### src/rtl/core/sorted_priority_queue_core_macros.svh
// ----------------------------------------------------------------------------
// Sorted priority queue core: assertion macros
// Same-cycle and next-cycle property checks, empty under synthesis.
// ----------------------------------------------------------------------------
`ifndef SORTED_PRIORITY_QUEUE_CORE_MACROS_SVH
`define SORTED_PRIORITY_QUEUE_CORE_MACROS_SVH

`ifndef SYNTHESIS
`define SPQ_ASSERT(label, clk, rst, ante, cons) \
  label: assert property (@(posedge clk) disable iff (rst) (ante) |-> (cons)) \
    else $error("spq assertion failed");
`define SPQ_ASSERT_NEXT(label, clk, rst, ante, cons) \
  label: assert property (@(posedge clk) disable iff (rst) (ante) |=> (cons)) \
    else $error("spq assertion failed");
`else
`define SPQ_ASSERT(label, clk, rst, ante, cons)
`define SPQ_ASSERT_NEXT(label, clk, rst, ante, cons)
`endif

`endif

### src/rtl/core/spq_pkg.sv
// ----------------------------------------------------------------------------
// Sorted priority queue package
// Payload types, entry type, cell control and status/mode codes.
// ----------------------------------------------------------------------------
`default_nettype none

package spq_pkg;

  localparam int PRIO_W = 8;
  localparam int TAG_W  = 16;
  localparam int STAT_W = 2;
  localparam int FILL_W = 5;

  localparam logic MODE_INSERT = 1'b0;
  localparam logic MODE_REMOVE = 1'b1;

  localparam logic [STAT_W-1:0] STATUS_OK    = 2'd0;
  localparam logic [STAT_W-1:0] STATUS_FULL  = 2'd1;
  localparam logic [STAT_W-1:0] STATUS_EMPTY = 2'd2;

  typedef struct packed {
    logic              mode;
    logic [PRIO_W-1:0] new_priority;
    logic [TAG_W-1:0]  tag;
  } in_t;

  typedef struct packed {
    logic [STAT_W-1:0] status;
    logic [PRIO_W-1:0] out_priority;
    logic [TAG_W-1:0]  out_tag;
    logic [FILL_W-1:0] fill_count;
  } out_t;

  typedef struct packed {
    logic [PRIO_W-1:0] prio;
    logic [TAG_W-1:0]  tag;
  } entry_t;

  typedef struct packed {
    logic   insert;
    logic   remove;
    entry_t new_entry;
  } cell_ctl_t;

endpackage

`default_nettype wire

### src/rtl/core/sorted_priority_queue_core.sv
// The result is registered and valid in the cycle after the input transfer.
// 1 item per cycle unless output stalls; all cells decide and shift together.
// The output register frees the input while a result is taken in the same cycle.
// Reset: synchronous, clears fill count and output valid; cell contents stay
// undefined until written.
// ----------------------------------------------------------------------------
// Sorted priority queue core
// Bounded stable priority queue built from a row of shift-insert cells.
// ----------------------------------------------------------------------------
`default_nettype none

`include "sorted_priority_queue_core_macros.svh"

module sorted_priority_queue_core #(
  parameter int QUEUE_DEPTH = 16
) (
  input  wire            clk,
  input  wire            rst,
  input  wire            in_valid,
  output logic           in_ready,
  input  spq_pkg::in_t   in_data,
  output logic           out_valid,
  input  wire            out_ready,
  output spq_pkg::out_t  out_data
);

  localparam int CW = $clog2(QUEUE_DEPTH + 1);

  logic [CW-1:0]              count;
  logic [CW-1:0]              count_next;
  logic                       accept;
  logic                       full;
  logic                       empty;
  logic                       do_ins;
  logic                       do_rem;
  spq_pkg::cell_ctl_t         ctl;
  spq_pkg::entry_t            cell_data [QUEUE_DEPTH];
  logic [QUEUE_DEPTH-1:0]     cell_ins;
  logic [QUEUE_DEPTH-1:0]     occ;
  spq_pkg::out_t              result;
  logic [CW+spq_pkg::FILL_W-1:0] fill_ext;

  assign in_ready = !out_valid || out_ready;
  assign accept   = in_valid && in_ready;
  assign full     = (count == CW'(QUEUE_DEPTH));
  assign empty    = (count == '0);
  assign do_ins   = accept && (in_data.mode == spq_pkg::MODE_INSERT) && !full;
  assign do_rem   = accept && (in_data.mode == spq_pkg::MODE_REMOVE) && !empty;

  assign ctl.insert              = do_ins;
  assign ctl.remove              = do_rem;
  assign ctl.new_entry.prio      = in_data.new_priority;
  assign ctl.new_entry.tag       = in_data.tag;

  genvar g;
  generate
    for (g = 0; g < QUEUE_DEPTH; g++) begin : g_cell
      spq_pkg::entry_t left_d;
      spq_pkg::entry_t right_d;
      logic            left_i;

      assign occ[g] = (count > CW'(g));

      if (g == 0) begin : g_head
        assign left_d = ctl.new_entry;
        assign left_i = 1'b0;
      end else begin : g_body
        assign left_d = cell_data[g-1];
        assign left_i = cell_ins[g-1];
      end

      if (g == QUEUE_DEPTH - 1) begin : g_tail
        assign right_d = cell_data[g];
      end else begin : g_mid
        assign right_d = cell_data[g+1];
      end

      spq_cell u_cell (
        .clk        (clk),
        .ctl        (ctl),
        .occupied   (occ[g]),
        .left_data  (left_d),
        .left_ins   (left_i),
        .right_data (right_d),
        .data       (cell_data[g]),
        .ins        (cell_ins[g])
      );
    end
  endgenerate

  always_comb begin
    count_next = count;
    if (do_ins) begin
      count_next = count + CW'(1);
    end else if (do_rem) begin
      count_next = count - CW'(1);
    end
  end

  assign fill_ext = {{spq_pkg::FILL_W{1'b0}}, count_next};

  always_comb begin
    result.status       = spq_pkg::STATUS_OK;
    result.out_priority = '0;
    result.out_tag      = '0;
    result.fill_count   = fill_ext[spq_pkg::FILL_W-1:0];
    if (in_data.mode == spq_pkg::MODE_INSERT) begin
      if (full) begin
        result.status = spq_pkg::STATUS_FULL;
      end
    end else begin
      if (empty) begin
        result.status = spq_pkg::STATUS_EMPTY;
      end else begin
        result.out_priority = cell_data[0].prio;
        result.out_tag      = cell_data[0].tag;
      end
    end
  end

  always_ff @(posedge clk) begin
    if (rst) begin
      count     <= '0;
      out_valid <= 1'b0;
    end else begin
      count <= count_next;
      if (accept) begin
        out_valid <= 1'b1;
      end else if (out_ready) begin
        out_valid <= 1'b0;
      end
    end
  end

  always_ff @(posedge clk) begin
    if (accept) begin
      out_data <= result;
    end
  end

  `SPQ_ASSERT(a_count_bound, clk, rst, 1'b1, count <= CW'(QUEUE_DEPTH))
  `SPQ_ASSERT_NEXT(a_ins_count, clk, rst, do_ins, count == CW'($past(count) + CW'(1)))
  `SPQ_ASSERT(a_fill_match, clk, rst, out_valid, out_data.fill_count == fill_ext[spq_pkg::FILL_W-1:0] || accept)
  `SPQ_ASSERT(a_head_order, clk, rst, count >= CW'(2), cell_data[0].prio <= cell_data[1].prio)

endmodule

`default_nettype wire

### src/rtl/core/spq_cell.sv
// ----------------------------------------------------------------------------
// Sorted priority queue cell
// One queue slot: shifts right on insert behind the new entry, left on remove.
// ----------------------------------------------------------------------------
`default_nettype none

module spq_cell (
  input  wire                clk,
  input  spq_pkg::cell_ctl_t ctl,
  input  wire                occupied,
  input  spq_pkg::entry_t    left_data,
  input  wire                left_ins,
  input  spq_pkg::entry_t    right_data,
  output spq_pkg::entry_t    data,
  output logic               ins
);

  spq_pkg::entry_t data_next;

  // empty slots count as larger than any priority
  assign ins = !occupied || (data.prio > ctl.new_entry.prio);

  always_comb begin
    data_next = data;
    if (ctl.remove) begin
      data_next = right_data;
    end else if (ctl.insert && ins) begin
      data_next = left_ins ? left_data : ctl.new_entry;
    end
  end

  always_ff @(posedge clk) begin
    data <= data_next;
  end

endmodule

`default_nettype wire

### config.mk
export PLATFORM = sky130hd
export DESIGN_NAME = sorted_priority_queue_core
export DESIGN_NICKNAME = d
export VERILOG_FILES = /design/src/rtl/core/spq_pkg.sv /design/src/rtl/core/sorted_priority_queue_core.sv /design/src/rtl/core/spq_cell.sv
export VERILOG_INCLUDE_DIRS = /design/src /design/src/rtl/core
export SDC_FILE = /design/constraint.sdc
export NUM_CORES = 1
export LEC_CHECK = 0
export BUFFER_PORTS_ARGS = -buffer_cell sky130_fd_sc_hd__clkbuf_2
export CAP_MARGIN = 30
export CORE_MARGIN = 5
export CORE_UTILIZATION = 60
export DETAILED_ROUTE_END_ITERATION = 12
export PLACE_DENSITY = 0.74
export SKIP_CTS_REPAIR_TIMING = 1
export SKIP_LAST_GASP = 1
export SLEW_MARGIN = 20
export SYNTH_ARGS = -nofsm -noshare
export SYNTH_HDL_FRONTEND = slang
export SYNTH_SLANG_ARGS = --single-unit
### constraint.sdc
create_clock -name clk -period 11 [get_ports clk]
set_input_delay 2.75 -clock clk [delete_from_list [all_inputs] [get_ports clk]]
set_output_delay 2.75 -clock clk [all_outputs]
set_load 0.005 [all_outputs]
==> impl_metrics.yaml <==
die:
  fp.dieW_um: 210
  boundaryPins: 62
  coreArea_um2: 39600
  die_area_um2: 44100
  rows: 73
  start_util_pct: 60.5
  dieHeight_um: 210
global_route:
  grt_pass1_vias: 16800
  grt_first_pass_wirelength_mm: 91.2
  grtUsageTotal_pct: 25.5
  grt_overflow_total: 0
  antenna_found_initial: 4
  grt_max_degree: 243
finish:
  multiInputGateArea_um2: 10500
  drive_gt1_share_pct: 10.2
  design_area_um2: 25900
  syn2layout_area_growth_pct: 7.88
  fillers: 3083
  n_antenna_cell: 0
  nNetsFinal: 2287
  regArea_um2: 12600
worst_setup_path:
  r2r-start: "count[1]"
  reg2reg_slack_ps: 6640
  critPathLaunchType: "input pin"
  reg2reg_depth: 9
  cp-endpoint: "in_ready"
  arrival_ps: 3110
  crit_required_ps: 8250
  endpoint_kind: "output pin"
  r2r-end: "g_cell[3].u_cell.data[5]"
  path_class: "input pin to output pin"
  worstPathMaxFanout: 3
  cp-startpoint: "out_ready"
clocking:
  cts_buffers: 44
  htree_levels: 2
  worstSkewPairLatency_ps: 590
  clock_path_buffers: 3
  cts_root_buf: "clkbuf_16"
  clock-sinks: 421
  clkTransAtPathRegs_ps: 60
  cts_tree: "done"
sta:
  max_freq_mhz: 171
  worstMarginPinSlew_ps: 945
  tns_ps: 0
  relSlewSlack_pct: 37.0
  fin_crit_sh_pct: 53.3
  slew_viol_final: 0
  skew_ps: 17.0
  setup_viol: 0
  fin_crit_ps: 5860
  hold_viol_final: 0
  rsz0062_at_grt: "no"
synth:
  synth_compound_area_share_pct: 10.8
  synthArstFlopShare_pct: 0
  synth-main-ff-cell: "edfxtp_1"
  yosys.area_share.xor_xnor_pct: 0.110
  yosys.area_share.simple_pct: 10.3
  synth_edf_count: 415
  synth_area_um2: 24000
  synth_top_family_by_area: "multiplexers"
  yosys_warnings: 0
  syn_inst: 2125
  yosys-top-cells-area: "edfxtp_1, mux2i_1, ha_1"
  ys_seq_area_share_pct: 52.5
  synth_top_area_share_pct: 52.0
  synth_top_area_cell: "edfxtp_1"
  synth_fp_nets: 2288
  synth_fa_ha_area_share_pct: 6.99
  synthMuxAreaShare_pct: 15.2
  synth_area_per_cell_um2: 11.3
  ys_ff_latch: 421
  synthDistinctLibCells: 56
min_path:
  hold_path_class: "flop to flop"
placement:
  placed_area_um2: 24500
  portBuffers: 61
  gp_congestion: 0.888
  post-dp-hpwl_mm: 38.7
status:
  status: "finished clean"
route:
  antenna_left: 0
  viasPerCell: 6.21
  drc: 0
  vias: 16600
  drt_first_iter_violations: 1157
  post_drt_wl_per_cell_um: 21.3
  routed_wl_mm: 57.2
  firstDrtPassIters: 5
power_and_ir_drop:
  p_leak_nw: 9.10
  irDropWorstVdd_uv: 129
  powerDensity_nw_per_um2: 195
flow_run:
  drv_cap: 0
power by group:
group | switching (mW) | internal, mW
clock | 0.638 | 0.752
sequential | 0.174 | 2.19
combinational | 0.791 | 0.509
total | 1.60 | 3.45
cells in the mapped netlist, drive strengths merged (2+ instances only):
cell type,instances
a211oi,14
a21o,14
a21oi,111
a22oi,3
a31oi,3
and2,4
and3,24
and4,2
buf,105
clkbuf,43
dfxtp,6
edfxtp,415
ha,134
inv,32
mux2,24
mux2i,336
nand2,352
nand2b,3
nand3,13
nand4,30
nor2,78
nor2b,23
nor3,11
nor4bb,2
o211ai,13
o21ai,309
o31ai,3
or3,2
xor2,2
cell families after synthesis:
family / count (synthesis)
flip-flops: 421
adder cells (fa/ha/maj): 134
AO/OA/AOI/OAI: 478
AND/OR/NAND/NOR: 548
multiplexers: 360
buffers and inverters: 181
XOR/XNOR: 3
worst max-delay path, stage by stage:
cell      delay (ps)
clkbuf_2          80
nand2b_1         160
clkbuf_2         120
metrics by stage:
stage | worst slack, ps | utilization, % | power [mW] | instances | hold slack (ps)
6_report | 5140 | 65.3 | 5.05 | 2681 | 539
5_1_grt | 5080 | 65.3 | 5.31 | 2681 | 564
4_1_cts | 5130 | 65.1 | 5.06 | 2678 | 546
3_5_place_dp | 4690 | 61.8 | 3.67 | 2600 | 517
3_3_place_gp | 4080 | 61.6 | 3.61 | 2598 | 510
2_1_floorplan | 4850 | - | 3.29 | 2125 | 496
cell type report:
type	count	area share, %
clock buffer	55	4.50
clock inverter	23	0.508
inverter	33	0.479
multi-input combinational	1523	40.6
sequential	421	48.6
tap	525	2.54
timing repair buffer	101	2.78
how the worst min path moves through the flow:
stage | from | to | slack (ps) | cells after the start
final | g_cell[1].u_cell.data[6] | g_cell[0].u_cell.data[6] | 540 | 2
after detailed placement | g_cell[15].u_cell.data[7] | g_cell[14].u_cell.data[7] | 520 | 2
after CTS | out_valid | out_valid | 550 | 2
after floorplan | g_cell[15].u_cell.data[0] | g_cell[14].u_cell.data[0] | 500 | 2
after global placement | g_cell[15].u_cell.data[2] | g_cell[14].u_cell.data[2] | 510 | 2
after global routing | g_cell[1].u_cell.data[6] | g_cell[0].u_cell.data[6] | 560 | 2
routing by layer:
layer / GRT usage [%] / up-vias / part of all wire, % / wire (um)
met5: 0 / - / 0 / 0
met2: 43.1 / 470 / 49 / 28000
met1: 34.9 / 8212 / 43 / 24600
met3: 3.69 / 96 / 5.6 / 3200
li1: - / 7868 / - / -
met4: 7.29 / 0 / 2.5 / 1420
registers in the layout, indices dropped and copies added (netlist names):
name / count
out_data: 31
out_valid: 1
g_cell.u_cell.data: 384
count: 5
cell usage in the layout, fill, tap and decap left out, types with 23 or more instances in the layout:
master,count
clkbuf_16,45
mux2_2,24
o21ai_1,52
ha_1,134
a21oi_1,97
inv_1,30
edfxtp_1,415
nor2b_1,23
nand2_1,350
and3_1,24
nand4_1,30
nor2_1,74
mux2i_1,336
clkbuf_2,61
o21ai_0,254
buf_4,34
Note: power is estimated with default switching activity, not from simulation.
